--- config.mk ---
export PLATFORM = sky130hd
export DESIGN_NAME = stereo_downmix_biquad_core
export DESIGN_NICKNAME = d
export VERILOG_FILES = /design/src/rtl/sdb_pkg.sv /design/src/rtl/sdb_regs.sv /design/src/rtl/sdb_mac.sv /design/src/rtl/sdb_ctrl.sv /design/src/rtl/stereo_downmix_biquad_core.sv
export SDC_FILE = /design/constraint.sdc
export NUM_CORES = 2
export LEC_CHECK = 0
export BUFFER_PORTS_ARGS = -buffer_cell sky130_fd_sc_hd__buf_2
export CORE_MARGIN = 5
export CORE_UTILIZATION = 30
export DETAILED_ROUTE_END_ITERATION = 8
export PLACE_DENSITY_LB_ADDON = 0.15
export SYNTH_ARGS = -nofsm -noshare
export SYNTH_HDL_FRONTEND = slang
export SYNTH_HIERARCHICAL = 1
export SYNTH_SLANG_ARGS = --single-unit
--- constraint.sdc ---
create_clock -name clk_i -period 28 [get_ports clk_i]
set_input_delay 2.8 -clock clk_i [delete_from_list [all_inputs] [get_ports clk_i]]
set_output_delay 2.8 -clock clk_i [all_outputs]
set_load 0.02 [all_outputs]
--- src/rtl/sdb_pkg.sv ---
// Shared types and constants for the stereo downmix / biquad core.
// No dependencies; every other file in rtl/ imports this package.
package sdb_pkg;

  // Field and datapath widths
  localparam int SMP_W    = 16;   // audio samples, results
  localparam int CF_W     = 16;   // Q2.14 coefficients, Q4.12 gain
  localparam int H_W      = 40;   // Q24.16 mix, filter values, history
  localparam int ACC_W    = 58;   // accumulator, holds b*v - a*y
  localparam int HALF_W   = 20;   // operand slice fed to the multiplier
  localparam int MUL_W    = HALF_W + 1;
  localparam int PROD_W   = MUL_W + CF_W;
  localparam int RND_W    = 45;   // Q30 -> Q16 rounded value
  localparam int SUM_W    = 46;   // rounded value plus history
  localparam int NUM_SLOTS = 8;   // sample slots in one frame
  localparam int CHAN_W   = 3;
  localparam int HIST_DEPTH = 8;
  localparam int HIST_IDX_W = 3;
  localparam int CLIP_W   = 32;

  // Configuration port
  localparam int APB_AW = 6;
  localparam int APB_DW = 64;
  localparam int REG_IDX_LSB = 3;
  localparam int MG_W   = 22;
  localparam int FW3_W  = 32;
  localparam logic [MG_W-1:0] MG_RESET = 22'h011000;
  localparam int FILT_W = 2 * APB_DW + FW3_W;

  typedef enum logic [2:0] {
    REG_MIX_L_LO,
    REG_MIX_L_HI,
    REG_MIX_R_LO,
    REG_MIX_R_HI,
    REG_FILT_FIRST,
    REG_FILT_SECOND,
    REG_FILT_THIRD,
    REG_MODE_GAIN
  } reg_idx_e;

  // Filter modes
  localparam logic [1:0] MODE_OFF   = 2'd0;
  localparam logic [1:0] MODE_SET_B = 2'd2;

  // Halfword offsets inside the packed filter words
  localparam logic [3:0] FSET_A_BASE = 4'd0;
  localparam logic [3:0] FSET_B_BASE = 4'd5;
  localparam logic [3:0] CF_B0 = 4'd0;
  localparam logic [3:0] CF_B1 = 4'd1;
  localparam logic [3:0] CF_B2 = 4'd2;
  localparam logic [3:0] CF_A1 = 4'd3;
  localparam logic [3:0] CF_A2 = 4'd4;

  // Output scaling
  localparam int GAIN_FRAC = 28;
  localparam int BQ_FRAC   = 14;
  localparam logic signed [ACC_W-1:0] GAIN_POS_LIM = ACC_W'(64'sd32767 <<< GAIN_FRAC);
  localparam logic signed [ACC_W-1:0] GAIN_NEG_LIM = ACC_W'(-(64'sd32768 <<< GAIN_FRAC));

  typedef struct packed {
    logic signed [SMP_W-1:0] sample_0;
    logic signed [SMP_W-1:0] sample_1;
    logic signed [SMP_W-1:0] sample_2;
    logic signed [SMP_W-1:0] sample_3;
    logic signed [SMP_W-1:0] sample_4;
    logic signed [SMP_W-1:0] sample_5;
    logic signed [SMP_W-1:0] sample_6;
    logic signed [SMP_W-1:0] sample_7;
    logic                    block_end;
  } in_req_t;

  typedef struct packed {
    logic signed [SMP_W-1:0] left_sample;
    logic signed [SMP_W-1:0] right_sample;
    logic [CLIP_W-1:0]       clip_total;
    logic                    block_end_out;
  } out_res_t;

  typedef struct packed {
    logic [2*APB_DW-1:0] mix_l;   // {high, low}
    logic [2*APB_DW-1:0] mix_r;
    logic [FILT_W-1:0]   filt;    // {third, second, first}
    logic [CF_W-1:0]     gain;
    logic [3:0]          nch;
    logic [1:0]          mode;
  } cfg_t;

  typedef enum logic [1:0] {
    SEL_SGN,    // low slice, signed (samples)
    SEL_LO,     // low slice, unsigned
    SEL_HI      // high slice, signed, weight 2^20
  } mac_sel_e;

  typedef enum logic [1:0] {
    OPND_SAMPLE,
    OPND_V,
    OPND_Y
  } opnd_e;

  typedef enum logic [2:0] {
    COEF_MIX,
    COEF_B0,
    COEF_B1,
    COEF_B2,
    COEF_A1,
    COEF_A2,
    COEF_GAIN
  } coef_e;

  typedef enum logic [2:0] {
    ST_IDLE,
    ST_MIX,
    ST_MIX_END,
    ST_BQ,
    ST_BQ_FIN,
    ST_GAIN,
    ST_GAIN_FIN,
    ST_OUT
  } state_e;

  typedef enum logic [1:0] {
    PART_Y,
    PART_H0,
    PART_H1
  } part_e;

  typedef struct packed {
    logic     en;
    logic     clr;
    logic     sub;
    mac_sel_e sel;
  } mac_ctl_t;

  typedef struct packed {
    logic              in_ready;
    logic              latch;
    logic              rotate;
    mac_ctl_t          mac;
    opnd_e             opnd;
    coef_e             coef;
    logic [CHAN_W-1:0] chan;
    logic              side;
    logic              stage;
    logic              ld_mix;
    logic              ld_y;
    logic              wr_h0;
    logic              wr_h1;
    logic              ld_gain;
    logic              ld_out;
  } sdb_ctl_t;

endpackage

--- src/rtl/sdb_regs.sv ---
// APB-style configuration registers of the downmix core.
// Depends on sdb_pkg.
module sdb_regs import sdb_pkg::*; (
  input  logic              clk_i,
  input  logic              rst_ni,
  input  logic              psel,
  input  logic              penable,
  input  logic              pwrite,
  input  logic [APB_AW-1:0] paddr,
  input  logic [APB_DW-1:0] pwdata,
  output logic [APB_DW-1:0] prdata,
  output logic              pready,
  output cfg_t              cfg_o
);

  logic [APB_DW-1:0] mll_q, mlh_q, mrl_q, mrh_q, fw1_q, fw2_q;
  logic [FW3_W-1:0]  fw3_q;
  logic [MG_W-1:0]   mg_q;
  logic              wr_en;
  reg_idx_e          idx;

  assign pready = 1'b1;
  assign wr_en  = psel & penable & pwrite;
  assign idx    = reg_idx_e'(paddr[APB_AW-1:REG_IDX_LSB]);

  always_ff @(posedge clk_i or negedge rst_ni) begin
    if (!rst_ni) begin
      mll_q <= '0;
      mlh_q <= '0;
      mrl_q <= '0;
      mrh_q <= '0;
      fw1_q <= '0;
      fw2_q <= '0;
      fw3_q <= '0;
      mg_q  <= MG_RESET;
    end else if (wr_en) begin
      case (idx)
        REG_MIX_L_LO:    mll_q <= pwdata;
        REG_MIX_L_HI:    mlh_q <= pwdata;
        REG_MIX_R_LO:    mrl_q <= pwdata;
        REG_MIX_R_HI:    mrh_q <= pwdata;
        REG_FILT_FIRST:  fw1_q <= pwdata;
        REG_FILT_SECOND: fw2_q <= pwdata;
        REG_FILT_THIRD:  fw3_q <= pwdata[FW3_W-1:0];
        REG_MODE_GAIN:   mg_q  <= pwdata[MG_W-1:0];
        default: ;
      endcase
    end
  end

  always_comb begin
    case (idx)
      REG_MIX_L_LO:    prdata = mll_q;
      REG_MIX_L_HI:    prdata = mlh_q;
      REG_MIX_R_LO:    prdata = mrl_q;
      REG_MIX_R_HI:    prdata = mrh_q;
      REG_FILT_FIRST:  prdata = fw1_q;
      REG_FILT_SECOND: prdata = fw2_q;
      REG_FILT_THIRD:  prdata = APB_DW'(fw3_q);
      REG_MODE_GAIN:   prdata = APB_DW'(mg_q);
      default:         prdata = '0;
    endcase
  end

  assign cfg_o.mix_l = {mlh_q, mll_q};
  assign cfg_o.mix_r = {mrh_q, mrl_q};
  assign cfg_o.filt  = {fw3_q, fw2_q, fw1_q};
  assign cfg_o.gain  = mg_q[15:0];
  assign cfg_o.nch   = mg_q[19:16];
  assign cfg_o.mode  = mg_q[21:20];

endmodule

--- src/rtl/sdb_mac.sv ---
// Shared multiply-accumulate unit: 21x16 signed product into a 58-bit sum.
// A 40-bit operand is taken in two slices. Depends on sdb_pkg.
module sdb_mac import sdb_pkg::*; (
  input  logic                    clk_i,
  input  mac_ctl_t                ctl_i,
  input  logic signed [H_W-1:0]   opnd_i,
  input  logic signed [CF_W-1:0]  coef_i,
  output logic signed [ACC_W-1:0] acc_o
);

  logic signed [MUL_W-1:0]  mul_a;
  logic signed [PROD_W-1:0] prod;
  logic signed [ACC_W-1:0]  term, base, acc_d, acc_q;

  always_comb begin
    case (ctl_i.sel)
      SEL_SGN: mul_a = $signed({opnd_i[HALF_W-1], opnd_i[HALF_W-1:0]});
      SEL_LO:  mul_a = $signed({1'b0, opnd_i[HALF_W-1:0]});
      SEL_HI:  mul_a = $signed({opnd_i[H_W-1], opnd_i[H_W-1:HALF_W]});
      default: mul_a = '0;
    endcase
  end

  assign prod = mul_a * coef_i;

  always_comb begin
    term  = (ctl_i.sel == SEL_HI) ? (ACC_W'(prod) <<< HALF_W) : ACC_W'(prod);
    base  = ctl_i.clr ? '0 : acc_q;
    acc_d = ctl_i.sub ? (base - term) : (base + term);
  end

  always_ff @(posedge clk_i) begin
    if (ctl_i.en) begin
      acc_q <= acc_d;
    end
  end

  assign acc_o = acc_q;

endmodule

--- src/rtl/sdb_ctrl.sv ---
// Sequencer that steps the shared MAC through mix, biquad and gain work.
// Depends on sdb_pkg.
module sdb_ctrl import sdb_pkg::*; #(
  parameter int MAX_CHANNELS = 8
) (
  input  logic       clk_i,
  input  logic       rst_ni,
  input  logic       in_valid_i,
  input  logic       slot_free_i,
  input  logic [3:0] nch_i,
  input  logic [1:0] mode_i,
  output sdb_ctl_t   ctl_o
);

  localparam int CNT_W = $clog2(MAX_CHANNELS + 1);
  localparam logic [CNT_W-1:0] CNT_LAST = CNT_W'(MAX_CHANNELS - 1);

  state_e           state_q, state_d;
  part_e            part_q, part_d;
  logic             side_q, side_d, stage_q, stage_d;
  logic [1:0]       step_q, step_d;
  logic [CNT_W-1:0] cnt_q, cnt_d;
  logic [3:0]       nch_eff;
  logic             bq_last;

  // zero channels acts as one, too many acts as the maximum
  always_comb begin
    if (nch_i == 4'd0) begin
      nch_eff = 4'd1;
    end else if (nch_i > 4'(MAX_CHANNELS)) begin
      nch_eff = 4'(MAX_CHANNELS);
    end else begin
      nch_eff = nch_i;
    end
  end

  assign bq_last = (part_q == PART_Y) ? (step_q == 2'd1) : (step_q == 2'd3);

  always_comb begin
    state_d = state_q;
    case (state_q)
      ST_IDLE:     if (in_valid_i) state_d = ST_MIX;
      ST_MIX:      if (cnt_q == CNT_LAST) state_d = ST_MIX_END;
      ST_MIX_END:  state_d = (mode_i != MODE_OFF) ? ST_BQ : ST_GAIN;
      ST_BQ:       if (bq_last) state_d = ST_BQ_FIN;
      ST_BQ_FIN:   state_d = (part_q == PART_H1 && stage_q) ? ST_GAIN : ST_BQ;
      ST_GAIN:     if (step_q == 2'd1) state_d = ST_GAIN_FIN;
      ST_GAIN_FIN: state_d = side_q ? ST_OUT : ST_MIX;
      ST_OUT:      if (slot_free_i) state_d = ST_IDLE;
      default:     state_d = ST_IDLE;
    endcase
  end

  always_comb begin
    side_d  = side_q;
    stage_d = stage_q;
    part_d  = part_q;
    step_d  = step_q;
    cnt_d   = cnt_q;
    case (state_q)
      ST_IDLE: begin
        side_d = 1'b0;
        cnt_d  = '0;
      end
      ST_MIX:     cnt_d = cnt_q + CNT_W'(1);
      ST_MIX_END: begin
        stage_d = 1'b0;
        part_d  = PART_Y;
        step_d  = 2'd0;
      end
      ST_BQ:      step_d = step_q + 2'd1;
      ST_BQ_FIN: begin
        step_d = 2'd0;
        case (part_q)
          PART_Y:  part_d = PART_H0;
          PART_H0: part_d = PART_H1;
          default: begin
            part_d  = PART_Y;
            stage_d = 1'b1;
          end
        endcase
      end
      ST_GAIN:    step_d = step_q + 2'd1;
      ST_GAIN_FIN: begin
        side_d = 1'b1;
        cnt_d  = '0;
      end
      default: ;
    endcase
  end

  always_comb begin
    ctl_o         = '0;
    ctl_o.side    = side_q;
    ctl_o.stage   = stage_q;
    ctl_o.chan    = CHAN_W'(cnt_q);
    ctl_o.opnd    = OPND_V;
    ctl_o.coef    = COEF_MIX;
    ctl_o.mac.sel = step_q[0] ? SEL_HI : SEL_LO;
    case (state_q)
      ST_IDLE: begin
        ctl_o.in_ready = 1'b1;
        ctl_o.latch    = in_valid_i;
      end
      ST_MIX: begin
        ctl_o.rotate  = 1'b1;
        ctl_o.mac.en  = (4'(cnt_q) < nch_eff);
        ctl_o.mac.clr = (cnt_q == '0);
        ctl_o.mac.sel = SEL_SGN;
        ctl_o.opnd    = OPND_SAMPLE;
      end
      ST_MIX_END: ctl_o.ld_mix = 1'b1;
      ST_BQ: begin
        // v terms first (lo, hi), then, for h0 and h1, y terms subtracted (lo, hi)
        ctl_o.mac.en  = 1'b1;
        ctl_o.mac.clr = (step_q == 2'd0);
        ctl_o.mac.sub = step_q[1];
        ctl_o.opnd    = step_q[1] ? OPND_Y : OPND_V;
        case (part_q)
          PART_Y:  ctl_o.coef = COEF_B0;
          PART_H0: ctl_o.coef = step_q[1] ? COEF_A1 : COEF_B1;
          default: ctl_o.coef = step_q[1] ? COEF_A2 : COEF_B2;
        endcase
      end
      ST_BQ_FIN: begin
        case (part_q)
          PART_Y:  ctl_o.ld_y  = 1'b1;
          PART_H0: ctl_o.wr_h0 = 1'b1;
          default: ctl_o.wr_h1 = 1'b1;
        endcase
      end
      ST_GAIN: begin
        ctl_o.mac.en  = 1'b1;
        ctl_o.mac.clr = (step_q == 2'd0);
        ctl_o.coef    = COEF_GAIN;
      end
      ST_GAIN_FIN: ctl_o.ld_gain = 1'b1;
      ST_OUT:      ctl_o.ld_out  = slot_free_i;
      default: ;
    endcase
  end

  always_ff @(posedge clk_i or negedge rst_ni) begin
    if (!rst_ni) begin
      state_q <= ST_IDLE;
      part_q  <= PART_Y;
      side_q  <= 1'b0;
      stage_q <= 1'b0;
      step_q  <= 2'd0;
      cnt_q   <= '0;
    end else begin
      state_q <= state_d;
      part_q  <= part_d;
      side_q  <= side_d;
      stage_q <= stage_d;
      step_q  <= step_d;
      cnt_q   <= cnt_d;
    end
  end

endmodule

--- src/rtl/stereo_downmix_biquad_core.sv ---
// Top level of the stereo downmix core: datapath, history and output register.
// Depends on sdb_pkg, sdb_regs, sdb_mac and sdb_ctrl.
//
//  port group       dir  handshake            payload
//  in_*             in   in_valid_i/in_ready_o  in_req_t (8 samples, block_end)
//  out_*            out  out_valid_o/out_ready_i out_res_t (left, right, clips, end)
//  APB (psel...)    in   psel&penable&pwrite    64-bit registers at 8*i
//
// Every product goes through the single 21x16 MAC, and a 40-bit operand needs
// two passes. in_ready_o is high only while idle. The next frame is accepted
// and computed while the previous result still waits in the output register;
// a finished result holds in its last state, with in_ready_o low, until that
// register frees. Reset clears the history, the clip count and all control.
module stereo_downmix_biquad_core import sdb_pkg::*; #(
  parameter int MAX_CHANNELS = 8
) (
  input  logic              clk_i,
  input  logic              rst_ni,
  input  logic              in_valid_i,
  output logic              in_ready_o,
  input  in_req_t           in_req_i,
  output logic              out_valid_o,
  input  logic              out_ready_i,
  output out_res_t          out_res_o,
  input  logic              psel,
  input  logic              penable,
  input  logic              pwrite,
  input  logic [APB_AW-1:0] paddr,
  input  logic [APB_DW-1:0] pwdata,
  output logic [APB_DW-1:0] prdata,
  output logic              pready
);

  cfg_t     cfg;
  sdb_ctl_t ctl;

  logic signed [SMP_W-1:0] in_smp [NUM_SLOTS];
  logic signed [SMP_W-1:0] smp_q  [MAX_CHANNELS];   // ring, slot 0 feeds the MAC
  logic                    be_q;

  logic signed [H_W-1:0]   v_q, y_q;
  logic signed [H_W-1:0]   hist_q [HIST_DEPTH];
  logic signed [SMP_W-1:0] left_q, right_q;
  logic [CLIP_W-1:0]       clip_q;

  logic                    out_valid_q;
  out_res_t                out_q;

  logic signed [H_W-1:0]   mac_opnd;
  logic signed [CF_W-1:0]  mac_coef;
  logic signed [ACC_W-1:0] acc;

  // Q30 -> Q16, half away from zero
  function automatic logic signed [RND_W-1:0] rnd14(input logic signed [ACC_W-1:0] x);
    logic [ACC_W-1:0] mag;
    logic [ACC_W-1:0] r;
    mag = x[ACC_W-1] ? ACC_W'(-x) : ACC_W'(x);
    r   = (mag + (ACC_W'(1) << (BQ_FRAC - 1))) >> BQ_FRAC;
    return x[ACC_W-1] ? -$signed(RND_W'(r)) : $signed(RND_W'(r));
  endfunction

  function automatic logic signed [H_W-1:0] sat40(input logic signed [SUM_W-1:0] s);
    logic fits;
    fits = (s[SUM_W-1:H_W-1] == '0) || (s[SUM_W-1:H_W-1] == '1);
    if (fits) return s[H_W-1:0];
    return s[SUM_W-1] ? {1'b1, {(H_W-1){1'b0}}} : {1'b0, {(H_W-1){1'b1}}};
  endfunction

  sdb_regs u_regs (
    .clk_i   (clk_i),
    .rst_ni  (rst_ni),
    .psel    (psel),
    .penable (penable),
    .pwrite  (pwrite),
    .paddr   (paddr),
    .pwdata  (pwdata),
    .prdata  (prdata),
    .pready  (pready),
    .cfg_o   (cfg)
  );

  sdb_ctrl #(
    .MAX_CHANNELS (MAX_CHANNELS)
  ) u_ctrl (
    .clk_i       (clk_i),
    .rst_ni      (rst_ni),
    .in_valid_i  (in_valid_i),
    .slot_free_i (!out_valid_q || out_ready_i),
    .nch_i       (cfg.nch),
    .mode_i      (cfg.mode),
    .ctl_o       (ctl)
  );

  sdb_mac u_mac (
    .clk_i  (clk_i),
    .ctl_i  (ctl.mac),
    .opnd_i (mac_opnd),
    .coef_i (mac_coef),
    .acc_o  (acc)
  );

  assign in_ready_o = ctl.in_ready;

  assign in_smp[0] = in_req_i.sample_0;
  assign in_smp[1] = in_req_i.sample_1;
  assign in_smp[2] = in_req_i.sample_2;
  assign in_smp[3] = in_req_i.sample_3;
  assign in_smp[4] = in_req_i.sample_4;
  assign in_smp[5] = in_req_i.sample_5;
  assign in_smp[6] = in_req_i.sample_6;
  assign in_smp[7] = in_req_i.sample_7;

  // Sample ring: the mix rotates it once per channel slot, so after the
  // full pass it is back in place for the other side.
  always_ff @(posedge clk_i) begin
    if (ctl.latch) begin
      for (int i = 0; i < MAX_CHANNELS; i++) smp_q[i] <= in_smp[i];
      be_q <= in_req_i.block_end;
    end else if (ctl.rotate) begin
      for (int i = 0; i < MAX_CHANNELS; i++) smp_q[i] <= smp_q[(i + 1) % MAX_CHANNELS];
    end
  end

  // MAC operand and coefficient selection
  logic [3:0] fbase, fidx;
  logic [2*APB_DW-1:0] mix_row;

  always_comb begin
    case (ctl.opnd)
      OPND_SAMPLE: mac_opnd = H_W'(smp_q[0]);
      OPND_V:      mac_opnd = v_q;
      OPND_Y:      mac_opnd = y_q;
      default:     mac_opnd = v_q;
    endcase
  end

  always_comb begin
    fbase   = (cfg.mode == MODE_SET_B) ? FSET_B_BASE : FSET_A_BASE;
    mix_row = ctl.side ? cfg.mix_r : cfg.mix_l;
    case (ctl.coef)
      COEF_B0: fidx = fbase + CF_B0;
      COEF_B1: fidx = fbase + CF_B1;
      COEF_B2: fidx = fbase + CF_B2;
      COEF_A1: fidx = fbase + CF_A1;
      COEF_A2: fidx = fbase + CF_A2;
      default: fidx = fbase;
    endcase
    case (ctl.coef)
      COEF_MIX:  mac_coef = $signed(mix_row[ctl.chan*CF_W +: CF_W]);
      COEF_GAIN: mac_coef = $signed(cfg.gain);
      default:   mac_coef = $signed(cfg.filt[fidx*CF_W +: CF_W]);
    endcase
  end

  // Biquad write-back. The history read uses h0 for y and h1 for the new h0.
  logic [HIST_IDX_W-1:0]   h_rd_idx;
  logic signed [H_W-1:0]   h_add, bq_val;
  logic signed [RND_W-1:0] rnd;

  always_comb begin
    h_rd_idx = {ctl.side, ctl.stage, ctl.wr_h0};
    h_add    = ctl.wr_h1 ? '0 : hist_q[h_rd_idx];
    rnd      = rnd14(acc);
    bq_val   = sat40(SUM_W'(rnd) + SUM_W'(h_add));
  end

  always_ff @(posedge clk_i) begin
    if (ctl.ld_mix) begin
      v_q <= H_W'(acc <<< 2);   // Q14 mix to Q16
    end else if (ctl.wr_h1) begin
      v_q <= y_q;               // stage output feeds the next stage / gain
    end
    if (ctl.ld_y) y_q <= bq_val;
  end

  always_ff @(posedge clk_i or negedge rst_ni) begin
    if (!rst_ni) begin
      for (int i = 0; i < HIST_DEPTH; i++) hist_q[i] <= '0;
    end else if (ctl.wr_h0) begin
      hist_q[{ctl.side, ctl.stage, 1'b0}] <= bq_val;
    end else if (ctl.wr_h1) begin
      hist_q[{ctl.side, ctl.stage, 1'b1}] <= bq_val;
    end
  end

  // Gain stage: Q28 product, clip outside 16 bits, else round half away
  logic                    pos_clip, neg_clip;
  logic [ACC_W-1:0]        g_mag, g_r;
  logic signed [SMP_W-1:0] g_res;

  always_comb begin
    pos_clip = (acc > GAIN_POS_LIM);
    neg_clip = (acc < GAIN_NEG_LIM);
    g_mag    = acc[ACC_W-1] ? ACC_W'(-acc) : ACC_W'(acc);
    g_r      = (g_mag + (ACC_W'(1) << (GAIN_FRAC - 1))) >> GAIN_FRAC;
    if (pos_clip) begin
      g_res = 16'sh7FFF;
    end else if (neg_clip) begin
      g_res = 16'sh8000;
    end else begin
      g_res = acc[ACC_W-1] ? -$signed(SMP_W'(g_r)) : $signed(SMP_W'(g_r));
    end
  end

  always_ff @(posedge clk_i) begin
    if (ctl.ld_gain) begin
      if (ctl.side) right_q <= g_res;
      else          left_q  <= g_res;
    end
  end

  // clip count saturates at all ones
  always_ff @(posedge clk_i or negedge rst_ni) begin
    if (!rst_ni) begin
      clip_q <= '0;
    end else if (ctl.ld_gain && (pos_clip || neg_clip) && (clip_q != '1)) begin
      clip_q <= clip_q + CLIP_W'(1);
    end
  end

  // Output register
  always_ff @(posedge clk_i or negedge rst_ni) begin
    if (!rst_ni) begin
      out_valid_q <= 1'b0;
    end else if (ctl.ld_out) begin
      out_valid_q <= 1'b1;
    end else if (out_ready_i) begin
      out_valid_q <= 1'b0;
    end
  end

  always_ff @(posedge clk_i) begin
    if (ctl.ld_out) begin
      out_q.left_sample   <= left_q;
      out_q.right_sample  <= right_q;
      out_q.clip_total    <= clip_q;
      out_q.block_end_out <= be_q;
    end
  end

  assign out_valid_o = out_valid_q;
  assign out_res_o   = out_q;

endmodule

### Word-level counts from Yosys, hierarchy flattened

Memory sizes are Yosys's and may differ from the RTL's.
Index checks and enable logic that the tools add are counted.

* register bits: 1040
* memory bits (writable): 128
* memories: 1
* input bits: 206

* $mul: 1
* shift operators: 2
* add/subtract/negate cells: 15
* mux-type cells: 86
* reductions and logical operators: 43
* $lt $le $gt $ge: 9
* bitwise logic cells: 14
* equality and inequality tests: 36

Memories
* smp_q: words 8, width 16, read ports 8, clocked after Yosys merged registers in 0, write ports 8, RTL line stereo_downmix_biquad_core.sv:38 `logic signed [SMP_W-1:0] smp_q [MAX_CHANNELS];`

Operators by type and width (count)
* 320-bit bitwise mux: 2
* 320-bit two-way mux: 2
* 64-bit case mux with 8 select lines: 1
* 40-bit two-way mux: 10
* 40-bit demux with 3-bit select: 2
* 16-bit two-way mux: 11
* 58-bit two-way mux: 3
* 160-bit by 9-bit variable part select with 16-bit output: 1
* 128-bit two-way mux: 1
* 128-bit by 8-bit variable part select with 16-bit output: 1
* 40-bit binary-select mux with 3-bit select: 1
* 40-bit case mux with 2 select lines: 1
* 21-bit case mux with 3 select lines: 1
* 58-bit by 14-bit adder with 58-bit output (second input constant): 1
* 58-bit by 57-bit adder with 58-bit output: 1
* 58-bit by 44-bit > comparator with 1-bit output (second input constant): 1
* 58-bit by 44-bit < comparator with 1-bit output (second input constant): 1
* 58-bit negation: 1
* 58-bit by 57-bit subtractor with 58-bit output: 1
* 56-bit two-way mux: 1
* 45-bit by 40-bit adder with 46-bit output: 1
* 45-bit two-way mux: 1
* 44-bit negation with 45-bit output: 1
* 44-bit by 28-bit adder with 44-bit output (second input constant): 1
* other kinds (48): 158

### Logic depth before layout (Yosys ltp)

* word-level depth: 17
* gate-level depth with buffers: 61
* mapped depth without buffers: 54

### Modules after synthesis

Netlist, hierarchy kept.

By module, submodules not included
* stereo_downmix_biquad_core: seq. area each 18002.3 um^2, area an instance 38757.2 um^2, cells each 3870, instances 1
* sdb_mac: seq. area each 1741.7 um^2, area an instance 20591.0 um^2, cells each 2477, instances 1
* sdb_regs: seq. area each 10963.0 um^2, area an instance 19904.1 um^2, cells each 1389, instances 1
* sdb_ctrl: seq. area each 325.3 um^2, area an instance 1127.3 um^2, cells each 132, instances 1

### Worst setup path before layout

No wires, ideal clock.

* path kind: register to register
* from: register u_ctrl.state_q[2]
* to: register u_mac.acc_q[54], in the netlist u_mac/acc_o[54] (data pin)
* stages on the path, launching flop included: 51
* arrival time: 13.182 ns
* path slack: 14.560 ns
* library setup time: 0.258 ns
* required time: 27.742 ns
* cells stage by stage: dfrtp_1 nand2b_1 or3_1 a21oi_1 clkbuf_1 nand2b_1 a21oi_1 xnor2_1 buf_1 buf_1 mux4_2 a21oi_1 a21oi_1 nand2_1 o21ai_0 o22ai_1 a21oi_1 clkbuf_1 [15 not listed] a311oi_1 a22oi_1 a2111oi_1 nand2b_1 nor2_1 nor2_1 xor2_1 ha_1 and3_1 nand4_1 or4b_2 a21oi_1 o211ai_1 o211a_1 nor3_1 o2111ai_1 nor2b_1 xnor2_1

RTL lines
* start: declaration: RTL line sdb_ctrl.sv:18 `state_e state_q, state_d;`
* start signal: assignment: RTL line sdb_ctrl.sv:152 `state_q <= state_d;`
* end signal: assignment: RTL line sdb_mac.sv:34 `acc_q <= acc_d;`
* end: declaration: RTL line sdb_mac.sv:13 `logic signed [ACC_W-1:0] term, base, acc_d, acc_q;`

==> impl_metrics.yaml <==
outcome:
  run_status: "finished, final reports clean"
logic_synthesis:
  number_of_distinct_library_cells_after_synthesis: 132
  ys_seq_elements: 1168
  postSynthAreaPerCell_um2: 10.22
  yosysWarningCount: 6
  synth_flop_cell: "dfrtp_1"
  post_synth_instance_area_um2: 80380
  synth_enable_flop_cells: 362
  yosysSeqAreaShare_pct: 38.61
  synthCells: 7868
  synth_fp_nets: 8618
  synthArstFlopShare_pct: 68.84
place:
  gpl.final_weighted_congestion: 0.8434
  io_buffer_count: 333
  post-dp-hpwl_um: 191700
clocking:
  cts_made_buffers: 149
  worst_setup_hold_path_clk_slew_ns: 0.06
  clock_sinks: 1168
  cts_setup_buffers: 0
  clk-insertion-delay-late_ns: 0.85
  tritoncts: "done"
  hold_buffers: 0
  post_cts.resized_instances: 0
  htree_levels: 4
  cts.path.max_buffers: 4
  clock-root-buffer: "clkbuf_16"
drt:
  dr_total_vias: 61553
  via_per_inst: 5.284
  initialDrtViolationCount: 4456
  antenna_left: 0
  wl_per_cell_um: 23.83
  detail_route.drc_violations: 0
  drt_wl_total_um: 277600
  dr.pass1.iters: 6
sta:
  rsz0062_at_grt: "false"
  maxSlewViolCount: 0
  finalClockSkew_ns: 0.07798
  final_min_period_over_clock_period_pct: 59.98
  finalHoldViolations: 0
  final.min_clock_period_ns: 16.79
  slew_headroom_pct: 20.77
  worstMarginPinSlew_ns: 1.179
  maxClockFrequency_ghz: 0.05954
  finalSetupViolCount: 0
  setup_tns_ns: 0
layout:
  mostFrequentLayoutCell: "nand2_1"
  drive_above_1_share_pct: 19.51
  layout_common_cells: "nand2_1 (831), dfrtp_1 (799), mux2_2 (573)"
  final_nets: 8713
  syn_to_final_growth_pct: 12.72
global_routing:
  grt_pass1_vias: 63526
  number_of_antenna_violations_at_the_first_check_in_global_routing: 42
  grt_pass1_wl_um: 419600
  groute.usage.overall_pct: 19.51
  grt_overflow_total: 0
  largest_net_degree_at_the_start_of_global_routing: 156
floorplan:
  die_width_um: 527.6
  rows: 190
  initial_core_util_pct: 30.05
  floorplan.io_pins: 338
  die_area_um2: 278400
  die_y_um: 527.6
  core_area_um2: 267400
hold_path:
  hold_path_class: "reg2reg"
setup_path:
  type_of_the_setup_path_with_the_least_slack: "reg2reg"
  start_kind: "register"
  critical_path_required_ns: 28.53
  worst-endpoint-arrival_ns: 17.32
  max_stage_delay_ns: 0.73
  critPathCaptureType: "register"
  critical-path-slowest-cell: "dfrtp_1"
  worst-path-max-fanout: 35
job:
  cap_viol_max_count: 0
worst paths after layout:
path / startpoint / endpoint / slack, ns / depth (start not counted)
worst min register to register: right_q[4] / out_res_o[37] / 0.39 / 0
min in group asynchronous: rst_ni / u_regs/mll_q[63] / 2.00 / 1
worst max register to register: u_ctrl/state_q[1] / u_mac/acc_o[56] / 11.21 / 51
worst max-delay path: u_ctrl/state_q[1] / u_mac/acc_o[56] / 11.21 / 51
max in group asynchronous: rst_ni / hist_q[29] / 22.07 / 5
worst min-delay path: right_q[4] / out_res_o[37] / 0.39 / 0
area by class of cell:
type                            count  area, um2
Timing Repair Buffer              465       2701
Inverter                          550       2064
Clock buffer                      224       4533
Tap cell                         3552       4444
Multi-Input combinational cell   5629      45370
Sequential cell                  1168      31040
Clock inverter                     40      390.4
Fill cell                       27106     176800
Antenna cell                       22      55.05
layer usage:
layer	global-route usage [%]	wire length, um	share of wire (%)
met3	3.277	14040	5.1
met2	33.02	133100	48
met1	25.85	122900	44
met4	5.161	7384	2.7
met5	0	155	0.056
synth_stat cells (all sizes together), types with 60 or more instances:
cell | n | area share (%)
xnor2 | 218 | 2.4
clkbuf | 377 | 1.8
nor2b | 101 | 0.79
xor2 | 123 | 1.3
o21ai | 564 | 3.5
and2 | 155 | 1.2
inv | 549 | 2.6
nor2 | 376 | 1.8
mux4 | 122 | 3.4
dfrtp | 802 | 25
edfxtp | 362 | 14
mux2 | 612 | 8.6
mux2i | 114 | 1.4
a21oi | 427 | 2.7
a21o | 89 | 0.83
a22oi | 114 | 1.1
fa | 334 | 8.3
a22o | 63 | 0.69
nand2 | 838 | 3.9
ha | 210 | 3.3
nand4 | 77 | 0.64
nor3 | 131 | 0.85
buf | 144 | 1.1
o22ai | 60 | 0.47
a31oi | 81 | 0.63
nand3 | 84 | 0.53
a221oi | 95 | 1.0
critical path: cells and delay by family (launching register included):
kind                       cells  cell delay (ns)
AOI/OAI and AO/OA             19             4.86
adders and majority gates      9             4.22
and+or+nand+nor               13             3.98
buffers and inverters          7             2.03
DFF                            1             0.73
muxes                          1             0.29
xor gates and xnor gates       2             0.27
cells by family (layout without fill, tap and decap cells):
kind of cell | count (synthesis) | count (layout) | share of synthesized area (%)
multiplexers | 848 | 848 | 13.42
adder cells (fa/ha/maj) | 545 | 545 | 11.60
flip-flops | 1168 | 1168 | 38.61
AO/OA/AOI/OAI | 1817 | 1817 | 14.49
buffers and inverters | 1071 | 1279 | 5.419
AND/OR/NAND/NOR | 2075 | 2075 | 12.69
other | 1 | 23 | 0.004665
XOR/XNOR | 343 | 343 | 3.772
flip-flops by register name, summed over array words and instances, names as in the netlist, 16 cells and up:
register / count
u_regs/mrl_q: 64
u_regs/fw1_q: 64
u_regs/mg_q: 22
u_mac/acc_o: 58
out_res_o: 65
left_q: 16
smp_q: 128
right_q: 16
clip_q: 32
y_q: 40
hist_q: 320
u_regs/mll_q: 64
u_regs/fw2_q: 64
u_regs/fw3_q: 32
u_regs/mlh_q: 64
v_q: 40
u_regs/mrh_q: 64
metrics by stage:
stage / setup slack, ns / hold WS (ns) / area [um2] / utilization (%) / cells
6_report: 11.21 / 0.3923 / 90600 / 33.88 / 11650
5_1_grt: 10.14 / 0.4024 / 90570 / 33.86 / 11636
4_1_cts: 11.05 / 0.3928 / 90550 / 33.86 / 11628
3_5_place_dp: 11.17 / 0.4045 / 85620 / 32.02 / 11364
3_3_place_gp: 11.19 / 0.4029 / 85620 / 32.02 / 11364
2_1_floorplan: 14.56 / 0.4003 / 80380 / - / 7868
Power is not shown: default switching activity piles up to over one toggle a cycle in this logic, so the estimate is an artifact.
